File: config.mk
export PLATFORM = sky130hd
export DESIGN_NAME = escape_sequence_decoder
export DESIGN_NICKNAME = d
export VERILOG_FILES = /design/src/hw/rtl/esd_pkg.sv /design/src/hw/rtl/escape_sequence_decoder.sv /design/src/hw/rtl/esd_front.sv /design/src/hw/rtl/esd_queue.sv /design/src/hw/rtl/esd_back.sv
export SDC_FILE = /design/constraint.sdc
export NUM_CORES = 1
export LEC_CHECK = 0
export BUFFER_PORTS_ARGS = -buffer_cell sky130_fd_sc_hd__buf_4
export CAP_MARGIN = 20
export CELL_PAD_IN_SITES_DETAIL_PLACEMENT = 1
export CELL_PAD_IN_SITES_GLOBAL_PLACEMENT = 1
export CORE_UTILIZATION = 49
export CTS_BUF_LIST = sky130_fd_sc_hd__clkbuf_4 sky130_fd_sc_hd__clkbuf_8
export DETAILED_ROUTE_END_ITERATION = 16
export HOLD_SLACK_MARGIN = 0.08
export PLACE_DENSITY_LB_ADDON = 0.1
export SLEW_MARGIN = 5
export SYNTH_ARGS = -nofsm -noshare
export SYNTH_HDL_FRONTEND = slang
export SYNTH_SLANG_ARGS = --single-unit
File: constraint.sdc
create_clock -name clk -period 2.65 [get_ports clk]
set_clock_uncertainty 0.15 [all_clocks]
set_input_delay 0.1325 -clock clk [delete_from_list [all_inputs] [get_ports clk]]
set_output_delay 0.1325 -clock clk [all_outputs]
set_load 0.05 [all_outputs]
File: src/hw/rtl/esd_pkg.sv
// Shared types and constants for the escape sequence decoder.
// No dependencies.
`timescale 1ns / 1ps
`default_nettype none

package esd_pkg;

    localparam int QDEPTH = 4;
    localparam int QPTR_W = $clog2(QDEPTH);

    localparam logic [7:0] CH_BACKSLASH = 8'h5C;
    localparam logic [7:0] CH_X         = 8'h78;
    localparam logic [7:0] CH_N         = 8'h6E;
    localparam logic [7:0] CH_R         = 8'h72;
    localparam logic [7:0] CH_T         = 8'h74;
    localparam logic [7:0] CH_LF        = 8'h0A;
    localparam logic [7:0] CH_CR        = 8'h0D;
    localparam logic [7:0] CH_TAB       = 8'h09;

    typedef struct packed {
        logic [7:0] in_byte;
        logic       in_last;
    } esd_in_t;

    typedef struct packed {
        logic [7:0] out_byte;
        logic       out_last;
    } esd_out_t;

    // Decoded bytes of one input transaction, oldest in slot 0.
    typedef struct packed {
        logic [2:0][7:0] bytes;
        logic [1:0]      cnt;
        logic            last;
    } esd_group_t;

    typedef struct packed {
        logic       hit;
        logic [3:0] value;
    } esd_hex_t;

    function automatic esd_hex_t hex_value(input logic [7:0] b);
        esd_hex_t r;
        r.hit   = 1'b1;
        r.value = 4'h0;
        case (b) inside
            [8'h30:8'h39]: r.value = 4'(b - 8'h30);
            [8'h61:8'h66]: r.value = 4'(b - 8'h61 + 8'd10);
            [8'h41:8'h46]: r.value = 4'(b - 8'h41 + 8'd10);
            default:       r.hit   = 1'b0;
        endcase
        return r;
    endfunction

endpackage

`default_nettype wire

File: src/hw/rtl/escape_sequence_decoder.sv
// Top level of the escape sequence decoder.
// Depends on esd_pkg, esd_front, esd_queue and esd_back.
`timescale 1ns / 1ps
`default_nettype none

// Decodes backslash escapes (\n, \r, \t, \xH, \xHH) in a byte stream, one
// line at a time, with a last flag on the final byte in and out. One input
// transaction is taken per cycle; each yields zero to three output bytes,
// and the output side delivers one byte per cycle while a group is queued
// and dec_stall is low. A queue of four decoded groups sits between the
// escape state machine and the serialiser; the input stalls only while
// that queue is full. The decoded bytes of an input transaction are
// registered in the queue and then in the serialiser's output register.

module escape_sequence_decoder import esd_pkg::*;
(
    input  wire logic       clk,
    input  wire logic       rst_n,
    input  wire logic       byte_valid,
    output logic            byte_stall,
    input  wire esd_in_t    byte_data,
    output logic            dec_valid,
    input  wire logic       dec_stall,
    output esd_out_t        dec_data
);

    logic       accept, push, full, pop, head_valid;
    esd_group_t group, head;

    assign byte_stall = full;
    assign accept     = byte_valid && !full;

    esd_front u_front (
        .clk    (clk),
        .rst_n  (rst_n),
        .accept (accept),
        .data   (byte_data),
        .push   (push),
        .group  (group)
    );

    esd_queue u_queue (
        .clk        (clk),
        .rst_n      (rst_n),
        .push       (push),
        .wr_group   (group),
        .full       (full),
        .pop        (pop),
        .head_valid (head_valid),
        .head       (head)
    );

    esd_back u_back (
        .clk        (clk),
        .rst_n      (rst_n),
        .head_valid (head_valid),
        .head       (head),
        .pop        (pop),
        .valid      (dec_valid),
        .stall      (dec_stall),
        .data       (dec_data)
    );

endmodule

`default_nettype wire

File: src/hw/rtl/esd_front.sv
// Front end: escape state machine, turns one input transaction into a group.
// Depends on esd_pkg.
`timescale 1ns / 1ps
`default_nettype none

module esd_front import esd_pkg::*;
(
    input  wire logic       clk,
    input  wire logic       rst_n,
    input  wire logic       accept,
    input  wire esd_in_t    data,
    output logic            push,
    output esd_group_t      group
);

    localparam logic [1:0] MODE_PLAIN = 2'd0;
    localparam logic [1:0] MODE_ESC   = 2'd1;
    localparam logic [1:0] MODE_X     = 2'd2;
    localparam logic [1:0] MODE_X1    = 2'd3;

    logic [1:0] mode_reg, mode_next;
    logic [3:0] nib_reg, nib_next;
    logic [1:0] cnt;
    logic [2:0][7:0] bytes;
    esd_hex_t   hx;
    logic [7:0] b;
    logic       last;

    always_comb
    begin
        b         = data.in_byte;
        last      = data.in_last;
        hx        = hex_value(b);
        mode_next = mode_reg;
        nib_next  = nib_reg;
        cnt       = 2'd0;
        bytes     = '0;

        unique case (mode_reg)
            MODE_PLAIN:
            begin
                if (b == CH_BACKSLASH && !last)
                    mode_next = MODE_ESC;
                else
                begin
                    bytes[cnt] = b;
                    cnt        = cnt + 2'd1;
                end
            end
            MODE_ESC:
            begin
                mode_next = MODE_PLAIN;
                if (b == CH_N)
                begin
                    bytes[0] = CH_LF;
                    cnt      = 2'd1;
                end
                else if (b == CH_R)
                begin
                    bytes[0] = CH_CR;
                    cnt      = 2'd1;
                end
                else if (b == CH_T)
                begin
                    bytes[0] = CH_TAB;
                    cnt      = 2'd1;
                end
                else if (b == CH_X)
                begin
                    mode_next = MODE_X;
                    if (last)
                    begin
                        bytes[0] = CH_BACKSLASH;
                        bytes[1] = CH_X;
                        cnt      = 2'd2;
                    end
                end
                else
                begin
                    bytes[0] = CH_BACKSLASH;
                    cnt      = 2'd1;
                    if (b == CH_BACKSLASH && !last)
                        mode_next = MODE_ESC;
                    else
                    begin
                        bytes[cnt] = b;
                        cnt        = cnt + 2'd1;
                    end
                end
            end
            MODE_X:
            begin
                if (hx.hit)
                begin
                    nib_next  = hx.value;
                    mode_next = MODE_X1;
                    if (last)
                    begin
                        bytes[0] = {4'h0, hx.value};
                        cnt      = 2'd1;
                    end
                end
                else
                begin
                    bytes[0]  = CH_BACKSLASH;
                    bytes[1]  = CH_X;
                    cnt       = 2'd2;
                    mode_next = MODE_PLAIN;
                    if (b == CH_BACKSLASH && !last)
                        mode_next = MODE_ESC;
                    else
                    begin
                        bytes[cnt] = b;
                        cnt        = cnt + 2'd1;
                    end
                end
            end
            MODE_X1:
            begin
                mode_next = MODE_PLAIN;
                if (hx.hit)
                begin
                    bytes[0] = {nib_reg, hx.value};
                    cnt      = 2'd1;
                end
                else
                begin
                    bytes[0] = {4'h0, nib_reg};
                    cnt      = 2'd1;
                    if (b == CH_BACKSLASH && !last)
                        mode_next = MODE_ESC;
                    else
                    begin
                        bytes[cnt] = b;
                        cnt        = cnt + 2'd1;
                    end
                end
            end
            default: mode_next = MODE_PLAIN;
        endcase

        if (last)
        begin
            mode_next = MODE_PLAIN;
            nib_next  = 4'h0;
        end
    end

    assign push        = accept && (cnt != 2'd0);
    assign group.bytes = bytes;
    assign group.cnt   = cnt;
    assign group.last  = last;

    always_ff @(posedge clk or negedge rst_n)
    begin
        if (!rst_n)
        begin
            mode_reg <= MODE_PLAIN;
            nib_reg  <= 4'h0;
        end
        else if (accept)
        begin
            mode_reg <= mode_next;
            nib_reg  <= nib_next;
        end
    end

endmodule

`default_nettype wire

File: src/hw/rtl/esd_queue.sv
// Short group queue between front and back ends.
// Depends on esd_pkg.
`timescale 1ns / 1ps
`default_nettype none

module esd_queue import esd_pkg::*;
(
    input  wire logic       clk,
    input  wire logic       rst_n,
    input  wire logic       push,
    input  wire esd_group_t wr_group,
    output logic            full,
    input  wire logic       pop,
    output logic            head_valid,
    output esd_group_t      head
);

    esd_group_t          entry_reg [QDEPTH];
    logic [QPTR_W-1:0]   wr_ptr_reg, rd_ptr_reg;
    logic [QPTR_W:0]     count_reg, count_next;

    assign full       = (count_reg == (QPTR_W+1)'(QDEPTH));
    assign head_valid = (count_reg != '0);
    assign head       = entry_reg[rd_ptr_reg];

    always_comb
    begin
        count_next = count_reg;
        if (push && !pop)
            count_next = count_reg + 1'b1;
        else if (pop && !push)
            count_next = count_reg - 1'b1;
    end

    always_ff @(posedge clk or negedge rst_n)
    begin
        if (!rst_n)
        begin
            wr_ptr_reg <= '0;
            rd_ptr_reg <= '0;
            count_reg  <= '0;
        end
        else
        begin
            if (push)
                wr_ptr_reg <= wr_ptr_reg + 1'b1;
            if (pop)
                rd_ptr_reg <= rd_ptr_reg + 1'b1;
            count_reg <= count_next;
        end
    end

    always_ff @(posedge clk)
    begin
        if (push)
            entry_reg[wr_ptr_reg] <= wr_group;
    end

endmodule

`default_nettype wire

File: src/hw/rtl/esd_back.sv
// Back end: serialises queued groups into single output bytes.
// Depends on esd_pkg.
`timescale 1ns / 1ps
`default_nettype none

module esd_back import esd_pkg::*;
(
    input  wire logic       clk,
    input  wire logic       rst_n,
    input  wire logic       head_valid,
    input  wire esd_group_t head,
    output logic            pop,
    output logic            valid,
    input  wire logic       stall,
    output esd_out_t        data
);

    logic [1:0] idx_reg;
    logic       valid_reg;
    esd_out_t   data_reg;
    logic       load, final_byte;

    assign load       = head_valid && (!valid_reg || !stall);
    assign final_byte = (idx_reg == head.cnt - 2'd1);
    assign pop        = load && final_byte;
    assign valid      = valid_reg;
    assign data       = data_reg;

    always_ff @(posedge clk or negedge rst_n)
    begin
        if (!rst_n)
        begin
            idx_reg   <= 2'd0;
            valid_reg <= 1'b0;
        end
        else
        begin
            if (load)
                idx_reg <= final_byte ? 2'd0 : idx_reg + 2'd1;
            if (load)
                valid_reg <= 1'b1;
            else if (!stall)
                valid_reg <= 1'b0;
        end
    end

    always_ff @(posedge clk)
    begin
        if (load)
        begin
            data_reg.out_byte <= head.bytes[idx_reg];
            data_reg.out_last <= head.last && final_byte;
        end
    end

endmodule

`default_nettype wire

==> impl_metrics.tcl, run 1 <==
set metrics [dict create \
    synth_ff_type "edfxtp_1" \
    fmax_mhz 359 \
    p_leak_nw 2.75 \
    gp_congestion 0.909 \
    criticalPathCategory "reg -> reg" \
    cts_sinks 133 \
    gr-total-overflow 0 \
    finalWirelength_mm 14.6 \
    power_switching_w 0.00238 \
    p_int_w 0.00510 \
    ir_worst_vdd_mv 0.691 \
    largest_reg_flops 108 \
    grt_use_total_pct 25.4 \
    cts.clk_slew.worst_paths_ps 70 \
    rsz0062_at_grt "true" \
    synth_warnings 0 \
    area_growth_pct 23.2 \
    final_antenna_net_count 0 \
    dp_hpwl_mm 10.1 \
    chipWidth_um 112 \
    yosys.area.top_type "edfxtp_1" \
    clockPowerShare_pct 22.9 \
    grt_pass1_vias 4171 \
    p_sw_share_pct 31.8 \
    via_count 3861 \
    grt_max_degree 26 \
    hold_viol_final 0 \
    synthTopCellsByArea "edfxtp_1 59%, mux4_2 10%, dfrtp_1 6.7%, mux2i_1 2.0%, ha_1 1.9%" \
    port_buffers 23 \
    finalMaxSlewViolations 0 \
    clk_path_buf_depth 2 \
    syn_area_per_cell_um2 15.1 \
    final_util_pct 63.2 \
    setup_viol 2 \
    design.die.area_mm2 0.0126 \
    required_ps 2860 \
    synth_top_area_share_pct 58.8 \
    drt-pass1-iter-count 5 \
    power_density_mw_per_mm2 1020 \
    ff_latch_area_mm2 0.00392 \
    synth-seq-cells 133 \
    async_flop_share_pct 12.0 \
    ys_types 54 \
    violations "negative setup slack" \
    fin_crit_sh_pct 105 \
    multi_input_area_mm2 0.00195 \
    initial_core_util_pct 51.3 \
    drt_iter0_drc 410 \
    relSlewSlack_pct 44.7 \
    n_fill_cell 1100 \
    arrival_ps 2990 \
    vias_per_cell 5.94 \
    hold_path_class "in -> reg" \
    fin_ws_ps -134 \
    worstSetupEndpointType "register" \
    grt_pass1_wl_mm 23.2 \
    worstSetupStartpointType "register" \
    syn_area_mm2 0.00598 \
    final_nets 517 \
    status "complete, but fails checks" \
    cts_tree "built" \
    synth_edf_count 117 \
    drive_gt1_share_pct 34.5 \
    clockRootBuffer "clkbuf_8" \
    seq_power_share_pct 40.9 \
    numCtsBuffers 17 \
    comb_power_share_pct 36.2 \
    max-cap-violations 0 \
    coreArea_mm2 0.0117 \
    worst_pin_slew_ps 827 \
    fin_crit_ps 2780 \
    htreeDepth 4 \
    antenna_found_initial 0 \
    final_cells 650 \
    avgRoutedWirePerCell_um 22.5 \
    netlist_instances 397 \
    clkLatencyLatePin_ps 440 \
    n_antenna_cell 0 \
    placed_cells 606 \
    syn-num-nets 420 \
    cp_max_fo 3 \
    yosysSeqAreaShare_pct 65.5 \
    drc_errors 0 \
    io_pins 24 \
    die-height_um 112 \
    row_count 39 \
]
routing by layer:
layer  up-vias  track usage (%)  routed length, um
li1       1736                -                  -
met1      1973             34.1               6520
met2       128             40.2               7060
met3        24             6.37                719
met4         0             9.78                325
met5         -                0                  0
synthesized netlist by cell type (all sizes together), types with 2 or more instances:
| master | instances |
|---|---|
| a21boi | 2 |
| a21oi | 15 |
| a22oi | 3 |
| a311oi | 2 |
| a31o | 2 |
| a31oi | 4 |
| a32o | 2 |
| a32oi | 2 |
| and2 | 12 |
| and3 | 4 |
| buf | 10 |
| clkbuf | 14 |
| dfrtp | 16 |
| edfxtp | 117 |
| ha | 9 |
| inv | 18 |
| mux2 | 2 |
| mux2i | 12 |
| mux4 | 27 |
| nand2 | 18 |
| nand2b | 3 |
| nand3 | 6 |
| nor2 | 19 |
| nor2b | 4 |
| nor3 | 9 |
| nor4 | 6 |
| o21a | 4 |
| o21ai | 16 |
| o22ai | 11 |
| or2 | 3 |
| xnor2 | 5 |
| xor2 | 3 |
layout make-up:
type,count,share of cell area (%)
clock inverter,4,1.02
multi-input combinational,222,26.4
sequential,133,53.1
tap,143,2.43
timing repair buffer,102,11.5
clock buffer,28,4.55
inverter,18,0.917
through the flow:
stage          worst slack [ps]  instance area [um2]  total power [W]  setup TNS [ps]  hold WS, ps
3_3_place_gp               -429                 6820          0.00561          -29970         -138
4_1_cts                    -154                 7360          0.00756            -263         82.5
6_report                   -134                 7370          0.00748            -211          120
2_1_floorplan              -409                 6020          0.00479          -23500         -313
3_5_place_dp               -486                 6820          0.00574          -34760         -134
5_1_grt                    -249                 7370          0.00784            -442         97.7
layout by cell type (no fill, tap or decap), drive strengths merged, types with 3 or more instances in the layout:
| cell type | n |
|---|---|
| a21oi | 15 |
| a22oi | 3 |
| a31oi | 4 |
| and2 | 12 |
| and3 | 4 |
| buf | 94 |
| clkbuf | 28 |
| dfrtp | 16 |
| dlygate4sd3 | 8 |
| edfxtp | 117 |
| ha | 9 |
| inv | 18 |
| mux2i | 12 |
| mux4 | 27 |
| nand2 | 18 |
| nand2b | 3 |
| nand3 | 6 |
| nor2 | 19 |
| nor2b | 4 |
| nor3 | 9 |
| nor4 | 6 |
| o21a | 4 |
| o21ai | 16 |
| o22ai | 11 |
| or2 | 3 |
| xnor2 | 5 |
| xor2 | 3 |
power by group through the flow:
stage                     logic (W)  clock network (W)  registers (W)
final                       0.00271            0.00172        0.00306
after global routing        0.00290            0.00183        0.00311
after detailed placement    0.00263                  0        0.00311
after CTS                   0.00273            0.00175        0.00307
after floorplan             0.00150                  0        0.00329
after global placement      0.00255                  0        0.00307
worst paths after layout:
check	start	slack, ps	cells after the start	endpoint
worst min-delay path	byte_data[6]	120	3	u_queue.entry_reg[1][24]$_DFFE_PP_
min in group asynchronous	rst_n	720	3	u_back.idx_reg[0]$_DFFE_PN0P_
worst max-delay path	u_queue.rd_ptr_reg[0]$_DFFE_PN0P_	-130	12	u_queue.count_reg[2]$_DFFE_PN0P_
worst min register to register	u_queue.count_reg[2]$_DFFE_PN0P_	360	1	u_queue.count_reg[2]$_DFFE_PN0P_
worst max register to register	u_queue.rd_ptr_reg[0]$_DFFE_PN0P_	-130	12	u_queue.count_reg[2]$_DFFE_PN0P_
max in group asynchronous	rst_n	1060	3	u_queue.rd_ptr_reg[0]$_DFFE_PN0P_
logic make-up (layout without fill, tap and decap cells):
group	count (synthesis)	count (layout)	synth area share (%)
DFF	133	133	65.5
buffers and inverters	42	152	2.85
muxes	41	41	12.6
AOI/OAI and AO/OA	74	74	8.12
and+or+nand+nor	89	89	7.58
adders and majority gates	10	10	2.22
xor gates and xnor gates	8	8	1.17
worst max-delay path, cell delays in order, from the launching register on:
cell     delay, ps
dfrtp_2        410
buf_12         110
mux4_2         530
and2_4         180
mux2i_1        170
inv_1          100
nand2_2        120
ha_4           140
inv_2           30
fa_2           330
xor2_1         160
nor2_1         110
xor2_1         160
repair_timing:
| item | CTS | global route |
|---|---|---|
| setup buffers | 3 | 1 |
| hold buffers | 8 | 0 |
| gates resized for setup | 2 | 2 |
| pin swaps | 2 | 1 |
| setup endpoints to repair | 2 | 69 |
| hold endpoints to repair | 49 | 0 |
| gates cloned | 0 | 0 |
Power figures use the tool's default switching activity.
==> run 2: changes to the inputs <==
Settings changed: BUFFER_PORTS_ARGS -buffer_cell sky130_fd_sc_hd__buf_4 to default, CORE_UTILIZATION 49 to 50, DONT_BUFFER_PORTS from default to 1, HOLD_SLACK_MARGIN 0.08 to default.
==> run 2 against run 1 <==
- first-iteration DRC count decreased by 37%
- highest routed layer unchanged
- utilization decreased by 1.0 points
- setup slack got worse by 2.0 ps
- final area decreased by 2.9%
- global-route usage increased by 0.77 points
- register-to-register slack about the same
- cell count decreased by 4.9%
- combinational power decreased by 13%
- non-clock buffer count decreased by 32
- the run ends with design-rule violations, negative setup slack left
- sequential share of layout area increased by 1.6 points
- count of clock-buffer cells in the layout decreased by 9
- critical endpoint unchanged
- wire length increased by 0.50%
==> impl_metrics.tcl, run 2 (synthesis gave the netlist of run 1 again) <==
set metrics [dict create \
    cp_max_fo 4 \
    fmax_mhz 359 \
    gp_congestion 0.877 \
    grt_pass1_wl_mm 23.4 \
    hold_path_class "in -> reg" \
    violations "design-rule violations, negative setup slack" \
    finalWirelength_mm 14.7 \
    max-cap-violations 0 \
    hold_depth 2 \
    setup_viol 2 \
    drive_gt1_share_pct 29.5 \
    cts_tree "built" \
    clk_path_buf_depth 2 \
    worst_pin_slew_ps 887 \
    via_count 3708 \
    p_leak_nw 2.60 \
    gr-total-overflow 0 \
    area_growth_pct 19.7 \
    fin_crit_sh_pct 105 \
    ir_worst_vdd_mv 0.461 \
    chipWidth_um 111 \
    r2r_cells 11 \
    final_common_cell "edfxtp_1" \
    hold_end "u_queue.entry_reg[2][4]$_DFFE_PP_" \
    arrival_ps 3000 \
    design.die.area_mm2 0.0124 \
    dp_hpwl_mm 10.0 \
    p_sw_share_pct 32.5 \
    criticalPathCategory "reg -> reg" \
    relSlewSlack_pct 40.7 \
    r2r-start "u_queue.rd_ptr_reg[0]$_DFFE_PN0P_" \
    final_cells 618 \
    initial_core_util_pct 51.9 \
    comb_power_share_pct 31.0 \
    largest_reg_flops 108 \
    final_util_pct 62.1 \
    avgRoutedWirePerCell_um 23.8 \
    antenna_found_initial 0 \
    status "complete, but fails checks" \
    place_ws_ps -429 \
    drt-pass1-iter-count 10 \
    n_antenna_cell 0 \
    port_buffers 0 \
    p_int_w 0.00510 \
    fin_crit_ps 2790 \
    finalMaxSlewViolations 0 \
    required_ps 2860 \
    cts.clk_slew.worst_paths_ps 90 \
    fin_ws_ps -136 \
    placed_cells 569 \
    grt_max_degree 28 \
    clockPowerShare_pct 24.9 \
    min_from "byte_data[0]" \
    vias_per_cell 6.00 \
    rr_endpoint "u_queue.count_reg[2]$_DFFE_PN0P_" \
    numCtsBuffers 17 \
    clkLatencyLatePin_ps 440 \
    power_switching_w 0.00246 \
    io_pins 24 \
    drt_iter0_drc 258 \
    coreArea_mm2 0.0115 \
    rsz0062_at_grt "true" \
    worstSetupStartpointType "register" \
    row_count 39 \
    seq_power_share_pct 44.1 \
    final_nets 485 \
    grt_pass1_vias 4086 \
    final_antenna_net_count 0 \
    cts_sinks 133 \
    worstSetupEndpointType "register" \
    clockRootBuffer "clkbuf_8" \
    hold_viol_final 0 \
    r2r_slack_ps -140 \
    power_density_mw_per_mm2 1060 \
    grt_use_total_pct 26.2 \
    final_cell_mix "117 x edfxtp_1, 56 x buf_4, 27 x mux4_2, 18 x nor2_1, 18 x clkbuf_8" \
    htreeDepth 4 \
    die-height_um 111 \
    drc_errors 4 \
]
run 2: cell types whose count changed in the layout (fill, tap and decap cells not counted), moves of 2 or more:
cell           delta
clkbuf_4          -7
clkbuf_8          -2
bufinv_16         +2
inv_6             +4
buf_4            -33
dlygate4sd3_1     +2
clkinv_4          +3
run 2: worst max path at each step:
stage                                                 start                          endpoint  slack [ps]  depth (start not counted)
after global routing      u_queue.rd_ptr_reg[0]$_DFFE_PN0P_  u_queue.count_reg[2]$_DFFE_PN0P_        -270                         11
after global placement                         byte_data[3]  u_queue.count_reg[2]$_DFFE_PN0P_        -350                         12
after detailed placement                       byte_data[3]  u_queue.count_reg[2]$_DFFE_PN0P_        -430                         12
after floorplan                                byte_data[3]  u_queue.count_reg[1]$_DFFE_PN0P_        -410                         13
final                     u_queue.rd_ptr_reg[0]$_DFFE_PN0P_  u_queue.count_reg[2]$_DFFE_PN0P_        -140                         11
after CTS                 u_queue.rd_ptr_reg[0]$_DFFE_PN0P_  u_queue.count_reg[2]$_DFFE_PN0P_        -170                         11
run 2: final cells by class:
type                            instances  area, um2
Fill cell                            1064       4360
Sequential cell                       133       3920
Multi-Input combinational cell        222       1950
Timing Repair Buffer                   70        601
Clock buffer                           19        255
Clock inverter                         13        194
Tap cell                              143        179
Inverter                               18       67.6
run 2: through the flow:
stage,cell area [um2],total power [W],setup TNS [ps],hold WS [ps]
2_1_floorplan,6020,0.00479,-23500,-313
3_3_place_gp,6550,0.00544,-21780,-313
3_5_place_dp,6550,0.00557,-29360,-313
4_1_cts,7150,0.00762,-286,0.984
5_1_grt,7160,0.00791,-471,1.37
6_report,7160,0.00756,-234,15.4
run 2: power groups by stage:
stage	Clock, W	Sequential, W	Combinational, W
floorplan	0	0.00329	0.00150
finish	0.00188	0.00334	0.00235
global placement	0	0.00333	0.00210
detailed placement	0	0.00338	0.00218
global route	0.00199	0.00338	0.00254
CTS	0.00191	0.00334	0.00236
run 2: critical path, cell delays in order (launching register included):
cell	delay [ps]
dfrtp_2	420
mux4_2	550
xnor2_2	150
mux2i_1	250
inv_1	120
nand2_2	130
ha_4	150
inv_2	30
fa_2	320
xor2_1	160
nor2_1	110
xor2_1	150
run 2: metal layers:
layer | global-route usage [%] | vias to the layer above | share of wire (%)
met4 | 10.3 | 0 | 2.1
met3 | 6.10 | 28 | 5.1
met2 | 43.7 | 106 | 52
li1 | - | 1669 | -
met5 | 0 | - | 0
met1 | 33.4 | 1905 | 41
run 2: what timing repair did:
item	4_1_cts	5_1_grt
resized for setup	2	0
setup buffers	6	1
pin swaps	1	1
setup endpoints to repair	2	2
hold buffers	10	0
endpoints found under the hold margin	99	0
cloned	0	0
